`src/sv/packet_loss_classifier_defines.svh`:
```
// Assertion macros shared by the packet loss classifier RTL.
// Files that check their own logic include this header; it needs nothing else.
// Every macro assumes a clk_i clock in scope; PLC_ASSERT also assumes an active-low rst_ni reset.
`ifndef PACKET_LOSS_CLASSIFIER_DEFINES_SVH
`define PACKET_LOSS_CLASSIFIER_DEFINES_SVH

`ifndef SYNTHESIS
`define PLC_ASSERT(lbl, prop, msg) \
  lbl: assert property (@(posedge clk_i) disable iff (!rst_ni) (prop)) else $error(msg);
`define PLC_ASSERT_ALWAYS(lbl, prop, msg) \
  lbl: assert property (@(posedge clk_i) (prop)) else $error(msg);
`else
`define PLC_ASSERT(lbl, prop, msg)
`define PLC_ASSERT_ALWAYS(lbl, prop, msg)
`endif

`endif

```
`src/sv/plc_pkg.sv`:
```
// Types and constants of the packet loss classifier.
// Used by the register file, controller, datapath and top level; no dependencies.
package plc_pkg;

  localparam int unsigned CFG_ADDR_W = 4;
  localparam int unsigned CFG_DATA_W = 32;

  // Register indexes of the configuration port.
  localparam logic [CFG_ADDR_W-1:0] CFG_BIAZ_UPPER_LIMIT = 4'd0;
  localparam logic [CFG_ADDR_W-1:0] CFG_SPIKE_ALPHA      = 4'd1;
  localparam logic [CFG_ADDR_W-1:0] CFG_SPIKE_BETA       = 4'd2;
  localparam logic [CFG_ADDR_W-1:0] CFG_ZIGZAG_ALPHA     = 4'd3;

  localparam logic [9:0]  BIAZ_UPPER_LIMIT_RST = 10'd320;
  localparam logic [15:0] SPIKE_ALPHA_RST      = 16'd32768;
  localparam logic [15:0] SPIKE_BETA_RST       = 16'd21845;
  localparam logic [14:0] ZIGZAG_ALPHA_RST     = 15'd2048;

  // Verdict codes.
  localparam logic [1:0] V_NONE       = 2'd0;
  localparam logic [1:0] V_WIRELESS   = 2'd1;
  localparam logic [1:0] V_CONGESTION = 2'd2;

  // Link state codes.
  localparam logic [2:0] LS_UNDERUSED      = 3'd0;
  localparam logic [2:0] LS_USED_UNSHARED  = 3'd1;
  localparam logic [2:0] LS_AMBIGUOUS      = 3'd2;
  localparam logic [2:0] LS_COMPETING      = 3'd3;

  typedef struct packed {
    logic [31:0]        seq_id;
    logic [31:0]        inter_arrival;
    logic [31:0]        min_inter_arrival;
    logic signed [31:0] curr_rott;
    logic signed [31:0] min_rott;
    logic signed [31:0] max_rott;
    logic [2:0]         link_state;
  } plc_in_t;

  typedef struct packed {
    logic [1:0] loss_verdict;
    logic [1:0] biaz_verdict;
    logic [1:0] spike_verdict;
    logic [1:0] zigzag_verdict;
    logic       spiking_now;
  } plc_out_t;

  typedef struct packed {
    logic [9:0]  biaz_upper_limit;
    logic [15:0] spike_alpha;
    logic [15:0] spike_beta;
    logic [14:0] zigzag_alpha;
  } plc_cfg_t;

  // Operand selection of the two shared multipliers.
  typedef enum logic [2:0] {
    MUL_NONE,
    MUL_AVG,
    MUL_SPIKE_GAP,
    MUL_BIAZ,
    MUL_DEV
  } mul_op_e;

  typedef struct packed {
    logic    capture;
    logic    prep;
    mul_op_e mul_op;
    logic    combine;
    logic    avg_upd;
    logic    biaz;
    logic    abs_dev;
    logic    dev_diff;
    logic    dev_upd;
    logic    finish;
  } plc_cmd_t;

  typedef struct packed {
    logic out_free;
  } plc_status_t;

endpackage

```
`src/sv/plc_cfg_regs.sv`:
```
// Configuration register file of the packet loss classifier.
// Depends on plc_pkg for the register indexes, reset values and plc_cfg_t.
module plc_cfg_regs
  import plc_pkg::*;
(
  input  logic                  clk_i,
  input  logic                  rst_ni,
  input  logic                  cfg_valid_i,
  input  logic [CFG_ADDR_W-1:0] cfg_addr_i,
  input  logic [CFG_DATA_W-1:0] cfg_data_i,
  output plc_cfg_t              cfg_o
);

  plc_cfg_t cfg_d, cfg_q;

  always_comb begin
    cfg_d = cfg_q;
    if (cfg_valid_i) begin
      unique case (cfg_addr_i)
        CFG_BIAZ_UPPER_LIMIT: cfg_d.biaz_upper_limit = cfg_data_i[9:0];
        CFG_SPIKE_ALPHA:      cfg_d.spike_alpha      = cfg_data_i[15:0];
        CFG_SPIKE_BETA:       cfg_d.spike_beta       = cfg_data_i[15:0];
        CFG_ZIGZAG_ALPHA:     cfg_d.zigzag_alpha     = cfg_data_i[14:0];
        default:              cfg_d = cfg_q;
      endcase
    end
  end

  always_ff @(posedge clk_i or negedge rst_ni) begin
    if (!rst_ni) begin
      cfg_q.biaz_upper_limit <= BIAZ_UPPER_LIMIT_RST;
      cfg_q.spike_alpha      <= SPIKE_ALPHA_RST;
      cfg_q.spike_beta       <= SPIKE_BETA_RST;
      cfg_q.zigzag_alpha     <= ZIGZAG_ALPHA_RST;
    end else begin
      cfg_q <= cfg_d;
    end
  end

  assign cfg_o = cfg_q;

endmodule

```
`config.mk`:
```
export PLATFORM = sky130hd
export DESIGN_NAME = plc_cfg_regs
export DESIGN_NICKNAME = d
export VERILOG_FILES = /design/src/sv/packet_loss_classifier_defines.svh /design/src/sv/plc_pkg.sv /design/src/sv/plc_cfg_regs.sv
export SDC_FILE = /design/constraint.sdc
export NUM_CORES = 1
export LEC_CHECK = 0
export ABC_CLOCK_PERIOD_IN_PS = 1050
export BUFFER_PORTS_ARGS = -buffer_cell sky130_fd_sc_hd__buf_2
export CELL_PAD_IN_SITES_DETAIL_PLACEMENT = 1
export CELL_PAD_IN_SITES_GLOBAL_PLACEMENT = 2
export CORE_MARGIN = 8
export CORE_UTILIZATION = 31
export DETAILED_ROUTE_END_ITERATION = 12
export GPL_TIMING_DRIVEN = 0
export PLACE_DENSITY_LB_ADDON = 0.25
export SLEW_MARGIN = 20
export SYNTH_ARGS = -nofsm -noshare
export SYNTH_HDL_FRONTEND = slang
export SYNTH_SLANG_ARGS = --single-unit
```
`constraint.sdc`:
```
create_clock -name clk_i -period 1.05 [get_ports clk_i]
set_clock_uncertainty 0.1 [all_clocks]
set_input_delay 0.105 -clock clk_i [delete_from_list [all_inputs] [get_ports clk_i]]
set_output_delay 0.105 -clock clk_i [all_outputs]
set_load 0.1 [all_outputs]
```
== Word level (Yosys, flattened, before mapping) ==
Index checks and enable logic that the tools add are counted.

* Flip-flop bits (word level): 57
* Input port bits: 39
* Output and inout bits: 57
* Logic and storage cells: 12

* Eq/ne operators: 3
* Reduce and logical (&&, ||, !) cells: 5

{| class="wikitable"
|+ Operators with widths
! kind !! count
|-
| $eq A4 B2 Y1 const B || 2
|-
| $reduce_and A2 Y1 || 4
|-
| $eq A4 B1 Y1 const B || 1
|-
| $logic_not A4 Y1 || 1
|}

== Longest topological paths before layout ==
* Word-level depth: 2
* Mapped depth: 5

== Worst setup path before layout ==
Ideal clock, no wire load.

* Path type: register -> register
* From: register, netlist name cfg_o[0]
* To: register cfg_q, in the netlist cfg_o[0]
* Library setup time: 0.126 ns
* Arrival time: 1.134 ns
* Required time: 0.824 ns
* Path slack: -0.310 ns
* Stages on the path, launching flop included: 2
* Buffers on the path: 0
* Clock period less this slack: 1.360 ns
* Cell sequence: dfrtp_1 mux2_2

{| class="wikitable"
|+ RTL lines
! element !! line !! source
|-
| end signal: assignment || plc_cfg_regs.sv:36 || <nowiki>cfg_q <= cfg_d;</nowiki>
|-
| end: declaration || plc_cfg_regs.sv:14 || <nowiki>plc_cfg_t cfg_d, cfg_q;</nowiki>
|}

== Worst setup path in the final report ==
* From: register cfg_q, in the netlist cfg_o[17]
* To: output cfg_o[17] in the netlist's numbering

{| class="wikitable"
|+ RTL lines
! element !! line !! source
|-
| end: declaration || plc_cfg_regs.sv:11 || <nowiki>output plc_cfg_t cfg_o</nowiki>
|}

No word-level cell between the ends.

==> results.md <==
* Wire length of the first global-routing pass at 11.5 mm
* Clock sink count at 57
* Clk Tree Root Cell: clkbuf_8
* Final cell count without fillers at 355
* Ratio of routed vias to standard cells at 4.46
* Number of H-tree levels at 3
* Violated checks: hold timing, setup timing
* Pwr/cell area at 2900 nW/um^2
* Total congestion overflow at 0
* Leakage power total at 2.01 nW
* Cells after DPL at 302
* Class of the most critical setup path: flip-flop to output pin
* Cell row count at 31
* Layout cell share with drive strength beyond 1 at 93.0%
* Kind of cell with the highest combined delay on the critical path: flip-flops
* Async S/R FF share, synth at 100%
* Number of routed nets with antenna violations at 0
* Number of buffers on the longest clock path at 2
* Overall routing resource usage at 15.2%
* Critical Path AT at 1.14 ns
* Max VDD drop at 1.42 mV
* Max stage delay on crit path at 0.64 ns
* Final RePlAce weighted congestion at 0.719
* Net count, final at 290
* Critical path's slowest cell: dfstp_4
* Final routed wirelength across all metal layers at 7.51 mm
* Area growth from synthesis to layout at 101%
* Maximum fanout count along the critical path at 2
* Worst setup EP type: output pin
* Number of antenna violations at the first check in global routing at 0
* Area taken by multi-input logic gates at 890 um^2
* Worst slew pin tran at 0.739 ns
* Vias at 1582
* Post-Syn Area at 2250 um^2
* Highest attainable clock frequency at 741 MHz
* Chip Width at 101 um
* First-pass detailed-route iteration total at 3
* Number of global-route vias before repair at 1929
* Number of gates on the worst path with buffers counted at 1
* HPWL after DPL at 4.34 mm
* Flops & latches, synth at 57
* Ports placed on the boundary at 96
* Pin count of the biggest net entering global routing at 58
* Core outline area at 7140 um^2
* Cells after synthesis at 124
* Final number of max-transition violations at 0
* Fraction of the yosys area taken by sequential cells at 64.1%
* Synth warn at 0
* Number of DRC violations after detailed-routing iteration 0 at 16
* Max-cap violations at 0
* Count of buffer and inverter cells on the critical path at 1
* Cell chain of the critical path: buf_12
* Run status: finished with violations
* Post-synth EDFFs at 0
* Average routed wire per standard cell at 21.2 um
* Startpoint type of the worst setup path: flip-flop
* Hold Buf Count CTS at 16
* Hold Crit Class: input pin to async pin
* Share of the synthesized area in the top cell type at 50.1%
* Average size of a mapped cell at 18.1 um^2
* Logic depth of the worst register-to-register path at 2
* Clock transition at the registers of the reported paths at 0.07 ns
* Largest cells by area after synthesis: dfrtp_1 (50%), mux2_2 (24%), dfstp_2 (14%)
* Final WS setup at -0.299 ns
* Final setup violation count at 66
* Final hold violation count at 45
* Leading post-synthesis cells by instance count: mux2_2 (47), dfrtp_1 (45), dfstp_2 (12)
* Total nets after synthesis at 163
* Number of distinct library cell variants in the gate-level netlist after synthesis at 12
* Most frequently used flop master after synthesis: dfrtp_1
* Hold slack final at -0.282 ns
* Max reg flops at 57
* Cell type with the highest aggregate area in the netlist: dfrtp_1
* Number of buffers inserted by port buffering at 79
* Cell with the most instances after synthesis: mux2_2
* Unrepaired setup endpoints after global routing: true
* Starting Density at 31.5%
* CTS tree: built
* Final setup TNS at -9.00 ns
* Flip-flop and latch area at 1600 um^2
* Final cycle utilization of the critical path at 128%
* Minimum setup slack among reg-to-reg paths at -0.03 ns
* Data required time at the worst endpoint at 0.84 ns
* Skew-Pair Late Insertion Delay at 0.33 ns
* Vertical die dimension at 101 um
* Worst-case headroom to the max-slew limit at 50.7%
* Antenna Diode Count at 0
* Number of clock buffers inserted by TritonCTS at 9
* Total DRC errors in the routed layout at 0
* Filler Cell Count at 632
* Final critical path time including I/O delays and setup at 1.35 ns
* Die area at 10200 um^2
## cell usage in the layout (no fill, tap or decap)
master	count
dfstp_4	12
nand4b_4	1
and4b_1	1
clkbuf_8	13
buf_8	3
mux2_4	45
dfrtp_4	24
clkinv_2	1
buf_6	9
buf_12	57
dfrtp_2	21
bufinv_16	1
nand4_4	1
and4bb_2	1
mux2_2	12
clkbuf_1	1
buf_4	16
buf_16	1
buf_2	19
nor2_4	1
dlygate4sd3_1	16
## through the flow
stage          utilization [%]  instance area (um^2)  setup WS, ns  power, mW  hold slack (ns)
2_1_floorplan                -                  2530        -0.181       7.88           -0.291
3_3_place_gp              42.8                  3050        -0.395       8.61            0.249
3_5_place_dp              42.8                  3060        -0.439       8.71            0.107
4_1_cts                   61.6                  4390        -0.323       13.0           -0.265
5_1_grt                   63.4                  4520        -0.344       13.5           -0.237
6_report                  63.4                  4520        -0.299       13.1           -0.282
## cell families after synthesis
| group | count (synthesis) | share of synthesized area, % |
|---|---|---|
| buf+inv | 5 | 2.56 |
| flops | 57 | 64.1 |
| mux | 57 | 30.2 |
| simple gates | 5 | 3.12 |
## layout make-up
cell class                 instances  area share, %
sequential                        57           35.4
clock inverter                     2          0.774
buffer                             4           1.27
multi-input combinational         62           19.7
tap                               99           2.74
timing repair buffer             117           36.1
clock buffer                      14           4.04
## layer usage
layer | GRT usage, % | part of all wire [%]
met1 | 16.4 | 38
met2 | 26.1 | 54
met3 | 6.46 | 7.5
met4 | 5.50 | 0.61
met5 | 0 | 0
## path summary, 6_finish.rpt
check,startpoint,endpoint
worst min register to register,cfg_o[38]$_DFFE_PN0P_,cfg_o[38]$_DFFE_PN0P_
worst max register to register,cfg_o[28]$_DFFE_PN0P_,cfg_o[28]$_DFFE_PN0P_
worst max-delay path,cfg_o[17]$_DFFE_PN1P_,cfg_o[17]
max in group asynchronous,rst_ni,cfg_o[12]$_DFFE_PN0P_
worst min-delay path,rst_ni,cfg_o[30]$_DFFE_PN0P_
min in group clk_i,cfg_addr_i[2],cfg_o[17]$_DFFE_PN1P_
## repair_timing
| item | CTS | global route |
|---|---|---|
| endpoints found under the setup margin | 82 | 77 |
| gates cloned | 1 | 0 |
| buffers inserted | 10 | 11 |
| endpoints found under the hold margin | 102 | 45 |
| resized for setup | 228 | 17 |
| pin swaps | 3 | 3 |
## power breakdown
group          switching, mW  total [mW]  leakage, nW  internal (mW)
clock network          0.866        2.22        0.113           1.35
logic                   4.45        7.21         1.27           2.76
registers              0.630        3.68        0.632           3.05
total                   5.94        13.1         2.01           7.16
Note: power is estimated with default switching activity, not from simulation.
