==> config.mk <==
export PLATFORM = sky130hd
export DESIGN_NAME = plc_ctrl
export DESIGN_NICKNAME = d
export VERILOG_FILES = /design/src/sv/plc_pkg.sv /design/src/sv/plc_ctrl.sv
export VERILOG_INCLUDE_DIRS = /design/src /design/src/sv
export SDC_FILE = /design/constraint.sdc
export NUM_CORES = 1
export LEC_CHECK = 0
export BUFFER_PORTS_ARGS = -buffer_cell sky130_fd_sc_hd__buf_2
export CELL_PAD_IN_SITES_DETAIL_PLACEMENT = 2
export CELL_PAD_IN_SITES_GLOBAL_PLACEMENT = 2
export CORE_MARGIN = 2
export CORE_UTILIZATION = 27
export DETAILED_ROUTE_END_ITERATION = 10
export PLACE_DENSITY = 0.7
export SETUP_SLACK_MARGIN = 0.1
export SLEW_MARGIN = 20
export SYNTH_ARGS = -nofsm -noshare
export SYNTH_HDL_FRONTEND = slang
export SYNTH_SLANG_ARGS = --single-unit
==> constraint.sdc <==
create_clock -name clk_i -period 1.6 [get_ports clk_i]
set_input_delay 0.32 -clock clk_i [delete_from_list [all_inputs] [get_ports clk_i]]
set_output_delay 0.32 -clock clk_i [all_outputs]
set_load 0.005 [all_outputs]
==> src/sv/packet_loss_classifier_defines.svh <==
// Assertion macros shared by the packet loss classifier RTL.
// Files that check their own logic include this header; it needs nothing else.
// Every macro assumes a clk_i clock in scope; PLC_ASSERT also assumes an active-low rst_ni reset.
`ifndef PACKET_LOSS_CLASSIFIER_DEFINES_SVH
`define PACKET_LOSS_CLASSIFIER_DEFINES_SVH

`ifndef SYNTHESIS
`define PLC_ASSERT(lbl, prop, msg) \
  lbl: assert property (@(posedge clk_i) disable iff (!rst_ni) (prop)) else $error(msg);
`define PLC_ASSERT_ALWAYS(lbl, prop, msg) \
  lbl: assert property (@(posedge clk_i) (prop)) else $error(msg);
`else
`define PLC_ASSERT(lbl, prop, msg)
`define PLC_ASSERT_ALWAYS(lbl, prop, msg)
`endif

`endif

==> src/sv/plc_pkg.sv <==
// Types and constants of the packet loss classifier.
// Used by the register file, controller, datapath and top level; no dependencies.
package plc_pkg;

  localparam int unsigned CFG_ADDR_W = 4;
  localparam int unsigned CFG_DATA_W = 32;

  // Register indexes of the configuration port.
  localparam logic [CFG_ADDR_W-1:0] CFG_BIAZ_UPPER_LIMIT = 4'd0;
  localparam logic [CFG_ADDR_W-1:0] CFG_SPIKE_ALPHA      = 4'd1;
  localparam logic [CFG_ADDR_W-1:0] CFG_SPIKE_BETA       = 4'd2;
  localparam logic [CFG_ADDR_W-1:0] CFG_ZIGZAG_ALPHA     = 4'd3;

  localparam logic [9:0]  BIAZ_UPPER_LIMIT_RST = 10'd320;
  localparam logic [15:0] SPIKE_ALPHA_RST      = 16'd32768;
  localparam logic [15:0] SPIKE_BETA_RST       = 16'd21845;
  localparam logic [14:0] ZIGZAG_ALPHA_RST     = 15'd2048;

  // Verdict codes.
  localparam logic [1:0] V_NONE       = 2'd0;
  localparam logic [1:0] V_WIRELESS   = 2'd1;
  localparam logic [1:0] V_CONGESTION = 2'd2;

  // Link state codes.
  localparam logic [2:0] LS_UNDERUSED      = 3'd0;
  localparam logic [2:0] LS_USED_UNSHARED  = 3'd1;
  localparam logic [2:0] LS_AMBIGUOUS      = 3'd2;
  localparam logic [2:0] LS_COMPETING      = 3'd3;

  typedef struct packed {
    logic [31:0]        seq_id;
    logic [31:0]        inter_arrival;
    logic [31:0]        min_inter_arrival;
    logic signed [31:0] curr_rott;
    logic signed [31:0] min_rott;
    logic signed [31:0] max_rott;
    logic [2:0]         link_state;
  } plc_in_t;

  typedef struct packed {
    logic [1:0] loss_verdict;
    logic [1:0] biaz_verdict;
    logic [1:0] spike_verdict;
    logic [1:0] zigzag_verdict;
    logic       spiking_now;
  } plc_out_t;

  typedef struct packed {
    logic [9:0]  biaz_upper_limit;
    logic [15:0] spike_alpha;
    logic [15:0] spike_beta;
    logic [14:0] zigzag_alpha;
  } plc_cfg_t;

  // Operand selection of the two shared multipliers.
  typedef enum logic [2:0] {
    MUL_NONE,
    MUL_AVG,
    MUL_SPIKE_GAP,
    MUL_BIAZ,
    MUL_DEV
  } mul_op_e;

  typedef struct packed {
    logic    capture;
    logic    prep;
    mul_op_e mul_op;
    logic    combine;
    logic    avg_upd;
    logic    biaz;
    logic    abs_dev;
    logic    dev_diff;
    logic    dev_upd;
    logic    finish;
  } plc_cmd_t;

  typedef struct packed {
    logic out_free;
  } plc_status_t;

endpackage

==> src/sv/plc_ctrl.sv <==
// Sequencer of the packet loss classifier: walks one word through the datapath.
// Depends on plc_pkg for the command and status structs.
`include "packet_loss_classifier_defines.svh"
module plc_ctrl
  import plc_pkg::*;
(
  input  logic        clk_i,
  input  logic        rst_ni,
  input  logic        in_valid_i,
  output logic        in_ready_o,
  input  plc_status_t status_i,
  output plc_cmd_t    cmd_o
);

  typedef enum logic [11:0] {
    ST_IDLE     = 12'b0000_0000_0001,
    ST_PREP     = 12'b0000_0000_0010,
    ST_EMA_MUL  = 12'b0000_0000_0100,
    ST_EMA_SUM  = 12'b0000_0000_1000,
    ST_AVG_UPD  = 12'b0000_0001_0000,
    ST_BIAZ     = 12'b0000_0010_0000,
    ST_ABS      = 12'b0000_0100_0000,
    ST_DEV_DIFF = 12'b0000_1000_0000,
    ST_DEV_MUL  = 12'b0001_0000_0000,
    ST_DEV_SUM  = 12'b0010_0000_0000,
    ST_DEV_UPD  = 12'b0100_0000_0000,
    ST_FINISH   = 12'b1000_0000_0000
  } state_e;

  state_e state_d, state_q;

  always_comb begin
    state_d    = state_q;
    cmd_o      = '0;
    in_ready_o = 1'b0;
    unique case (state_q)
      ST_IDLE: begin
        in_ready_o    = 1'b1;
        cmd_o.capture = in_valid_i;
        if (in_valid_i) state_d = ST_PREP;
      end
      ST_PREP: begin
        cmd_o.prep = 1'b1;
        state_d    = ST_EMA_MUL;
      end
      ST_EMA_MUL: begin
        cmd_o.mul_op = MUL_AVG;
        state_d      = ST_EMA_SUM;
      end
      ST_EMA_SUM: begin
        cmd_o.combine = 1'b1;
        cmd_o.mul_op  = MUL_SPIKE_GAP;
        state_d       = ST_AVG_UPD;
      end
      ST_AVG_UPD: begin
        cmd_o.avg_upd = 1'b1;
        cmd_o.mul_op  = MUL_BIAZ;
        state_d       = ST_BIAZ;
      end
      ST_BIAZ: begin
        cmd_o.biaz = 1'b1;
        state_d    = ST_ABS;
      end
      ST_ABS: begin
        cmd_o.abs_dev = 1'b1;
        state_d       = ST_DEV_DIFF;
      end
      ST_DEV_DIFF: begin
        cmd_o.dev_diff = 1'b1;
        state_d        = ST_DEV_MUL;
      end
      ST_DEV_MUL: begin
        cmd_o.mul_op = MUL_DEV;
        state_d      = ST_DEV_SUM;
      end
      ST_DEV_SUM: begin
        cmd_o.combine = 1'b1;
        state_d       = ST_DEV_UPD;
      end
      ST_DEV_UPD: begin
        cmd_o.dev_upd = 1'b1;
        state_d       = ST_FINISH;
      end
      ST_FINISH: begin
        // Hold here while the previous result still sits in the output register.
        cmd_o.finish = status_i.out_free;
        if (status_i.out_free) state_d = ST_IDLE;
      end
      default: state_d = ST_IDLE;
    endcase
  end

  always_ff @(posedge clk_i or negedge rst_ni) begin
    if (!rst_ni) begin
      state_q <= ST_IDLE;
    end else begin
      state_q <= state_d;
    end
  end

  `PLC_ASSERT(a_finish_free, cmd_o.finish |-> status_i.out_free, "result overwrites a pending one")
  `PLC_ASSERT(a_accept_prep, (in_valid_i && in_ready_o) |=> cmd_o.prep, "no prep after accept")
  `PLC_ASSERT_ALWAYS(a_ready_no_cmd, in_ready_o |-> !cmd_o.finish && !cmd_o.prep, "busy cmd in idle")

endmodule

Word-level counts from Yosys, hierarchy flattened
Index checks and enable logic that the tools add are counted.

operators by class
  equality and inequality tests = 14
  multiplexer cells = 14
  reduce and logical (&&, ||, !) cells = 2

operators by type and width
  kind                                                                     count
  12-bit one-hot mux with 12 select lines                                  1
  12-bit 2-to-1 mux                                                        2
  12-bit by 1-bit equality test with 1-bit output, second input constant   1
  12-bit by 10-bit equality test with 1-bit output, second input constant  1
  12-bit by 11-bit equality test with 1-bit output, second input constant  1
  12-bit equality test, second input constant                              1
  12-bit by 2-bit equality test with 1-bit output, second input constant   1
  12-bit by 3-bit equality test with 1-bit output, second input constant   1
  12-bit by 4-bit equality test with 1-bit output, second input constant   1
  12-bit by 5-bit equality test with 1-bit output, second input constant   1
  12-bit by 6-bit equality test with 1-bit output, second input constant   1
  12-bit by 7-bit equality test with 1-bit output, second input constant   1
  12-bit by 8-bit equality test with 1-bit output, second input constant   1
  12-bit by 9-bit equality test with 1-bit output, second input constant   1
  3-bit one-hot mux with 4 select lines                                    1
  1-bit 2-to-1 mux                                                         10
  2-bit inequality test, second input constant                             2
  2-bit AND reduction                                                      1
  2-bit OR reduction                                                       1

storage, ports and cells
  flip-flop bits (word level) = 12
  bits of input ports = 4
  output and inout bits = 13
  logic and storage cells = 31

Logic depth before layout (Yosys ltp)
  depth after elaboration = 3
  gate-level depth with buffers = 5
  depth with buffers taken out = 4

Least setup slack after synthesis
No wires, ideal clock.

  path kind = flip-flop to output port
  start = register state_q[1]
  end = output cmd_o[6] in the netlist's numbering
  data arrival time = 1.402 ns
  data required time = 1.280 ns
  path slack = -0.122 ns
  cell stages (with the launch flop) = 5
  path buffers = 0
  path through = dfrtp_1 > or4_1 > nor2_1 > a21oi_1 > nor4b_1

RTL lines
  what                    line            source
  start, declared         plc_ctrl.sv:30  state_e state_d, state_q;
  start signal, assigned  plc_ctrl.sv:97  state_q <= state_d;
  end, declared           plc_ctrl.sv:12  output plc_cmd_t cmd_o

==> summary.md <==
| Metric | Value |
|---|---|
| Status | `finished with violations` |
| Failing checks | `setup timing` |
| DP Wirelength | `roughly 2100 um` |
| Via count | `between 800 and 900` |
| Final Cell Area | `approximately 1300 um^2` |
| Max Clock Skew | `~0.01 ns` |
| Clock Latency Late Sink | `roughly 0.29 ns` |
| Relative slew slack | `just over 70%` |
| Post-synthesis sequential area ratio | `slightly above 40%` |
| Max Cap Viol | `0` |
| Yosys reg bits | `12` |
| Netlist Area Pre-Place | `around 750 um^2` |
| Top Ports | `17` |
| Synth area leaders | `dfrtp_1 (37%), nor2_1 (7.0%), nor4_2 (5.0%)` |
| Vias in the first global route | `~950` |
| Drt initial violations | `16` |
| Top flop regs | `state_q x12` |
| Synth warn | `0` |
| Pwr dens | `~1200 nW/um^2` |
| Final RePlAce weighted congestion | `~0.76` |
| Grt total ovfl | `0` |
| Die height | `56.6 um` |
| Wirelength per Cell | `17.7 um` |
| Initial Util | `approximately 28%` |
| Drc violations | `0` |
| Root Buffer | `clkbuf_4` |
| Final period utilization | `133%` |
| Synth area leader | `dfrtp_1` |
| Post-DP Area | `approximately 1100 um^2` |
| Critical Path RT | `approximately 1.3 ns` |
| Die W | `approximately 57 um` |
| Post-synthesis average cell area | `8.89 um^2` |
| Arr. time, crit path | `1.81 ns` |
| Syn-to-layout area delta | `70.5%` |
| Post-placement setup slack | `-0.246 ns` |
| Final Hold Fails | `0` |
| Post-synth top area share | `36.9%` |
| CTS tree | `yes` |
| Post-synth cell types | `32` |
| Minimum clock period | `~2.1 ns` |
| Routed WL | `2910 um` |
| Ant diodes | `0` |
| CP startpoint kind | `register` |
| Pin count of the biggest net entering global routing | `13` |
| Clock slew at reported path FFs | `around 0.090 ns` |
| Setup violations, final | `15` |
| Slew @ Worst Pin | `about 0.41 ns` |
| CTS Buf Count | `3` |
| Ratio of cells with drive above 1 in the final layout | `54.9%` |
| Vias per cell | `around 5.2` |
| Input/output buffers | `16` |
| Max VDD drop | `899 uV` |
| Final net count | `138` |
| Largest reg by FF count | `state_q` |
| Synth Net Count | `between 80 and 90` |
| Max FO, Critical Path | `3` |
| Clock sink count | `12` |
| # rows | `19` |
| Clock Tree Buf Depth | `2` |
| Max FFs per register | `12` |
| Max Slew Vio Count | `0` |
| CP Capture Type | `output port` |
| Placeable Area | `around 2700 um^2` |
| Final TNS setup | `-5.20 ns` |
| Antenna violations before repair | `0` |
| Worst Hold Class | `in -> reg` |
| Global-route wire length before repair | `4670 um` |
| Die area | `3200 um^2` |
| H-tree levels | `1` |
| Routed Antenna Nets | `0` |
| Mapped Cells | `84` |
| RSZ-0062 raised after global routing | `true` |
| Final setup margin | `-0.531 ns` |
| GR Util All Layers | `between 10% and 20%` |
| Highest attainable clock frequency | `~470 MHz` |
| P_leak | `0.603 nW` |
| Type of the worst setup path | `reg -> out` |
| 1st-pass router iterations | `4` |
[metal layers]
metal  GRT usage [%]  up-vias  share of wire (%)
met5               0        -                  0
met4            9.18        0                2.2
met3           0.691        5                2.0
met2            35.0       16                 53
met1            22.6      429                 43
li1                -      402                  -
[cell type report]
cell class / instances / area, um^2
Timing Repair Buffer: 48 / 348
Inverter: 1 / 3.75
Clock buffer: 4 / 26.3
Multi-Input combinational cell: 68 / 554
Sequential cell: 12 / 303
Fill cell: 290 / 1410
Tap cell: 31 / 38.8
[through the flow]
stage	total power, mW	hold slack, ns	instances	utilization [%]
after detailed placement	0.994	0.211	153	40.1
after CTS	1.34	0.272	161	44.1
after global routing	1.62	0.300	164	47.4
after floorplan	0.716	0.0244	84	-
final	1.52	0.296	164	47.4
after global placement	0.949	0.204	153	40.1
[report_power, final]
group | switching [mW] | internal, mW | total [mW]
clock network | 0.113 | 0.0969 | 0.210
logic | 0.435 | 0.475 | 0.910
registers | 0.0479 | 0.348 | 0.396
total | 0.596 | 0.920 | 1.52
[critical path, stage by stage (launching register included)]
cell and delay, ns:
dfrtp_1 0.42, or4_4 0.58, nor4_4 0.19, and4b_1 0.23
buf_2 0.11
[worst paths after layout]
| check | depth (start not counted) | slack [ns] | start | endpoint |
|---|---|---|---|---|
| min in group asynchronous | 2 | 0.44 | rst_ni | state_q[2]$_DFFE_PN0P_ |
| max in group asynchronous | 2 | 0.88 | rst_ni | state_q[0]$_DFFE_PN1P_ |
| max | 4 | -0.53 | state_q[1]$_DFFE_PN0P_ | cmd_o[0] |
| max reg2reg | 7 | -0.16 | state_q[11]$_DFFE_PN0P_ | state_q[0]$_DFFE_PN1P_ |
| min | 2 | 0.30 | in_valid_i | state_q[1]$_DFFE_PN0P_ |
| min reg2reg | 2 | 0.68 | state_q[8]$_DFFE_PN0P_ | state_q[10]$_DFFE_PN0P_ |
[cell usage after synthesis]
cell type  number
or3_1           1
clkbuf_1        1
nand3_2         1
a211o_1         1
and2_1          3
a31oi_1         1
o211ai_1        2
nand2_1         9
or4_1           1
nor2_1         14
nor4_4          1
a311oi_1        1
and4_1          1
nor3b_1         1
nand2b_1        4
and3_1          1
nor3_1          4
nand3b_1        2
o21a_1          1
nor2b_1         3
xor2_1          1
a21oi_1         2
and4b_1         1
buf_2           2
dfstp_2         1
or2_1           1
nor4_2          3
o41ai_1         1
nor4b_1         2
nor4_1          5
inv_1           1
dfrtp_1        11
[timing repair]
| item | 4_1_cts | 5_1_grt |
|---|---|---|
| endpoints found under the setup margin | 17 | 21 |
| endpoints found under the hold margin | 11 | 0 |
| pin swaps | 5 | 4 |
| setup buffers | 3 | 4 |
| gates resized for setup | 10 | 13 |
| hold buffers | 1 | 0 |
[kinds of logic (layout without fill, tap and decap cells)]
logic type                after synthesis  after routing  synth area share [%]
DFF                                    12             12                  40.4
and+or+nand+nor                        58             58                  47.4
xor gates and xnor gates                1              1                  1.17
AOI/OAI and AO/OA                       9              9                  8.71
buffers and inverters                   4             53                  2.34
[placed cells by master, fill, tap and decap left out, drive strengths merged]
cell	instances
buf	47
nor2	14
dfrtp	11
nand2	9
nor4	9
nand2b	4
clkbuf	4
nor3	4
nor2b	3
and2	3
nor4b	2
a21oi	2
nand3b	2
o211ai	2
or4	1
nand3	1
xor2	1
and3	1
or2	1
and4b	1
inv	1
and4	1
a211o	1
a311oi	1
nor3b	1
a31oi	1
or3	1
o41ai	1
o21a	1
dlygate4sd3	1
dfstp	1
Power figures use the tool's default switching activity.
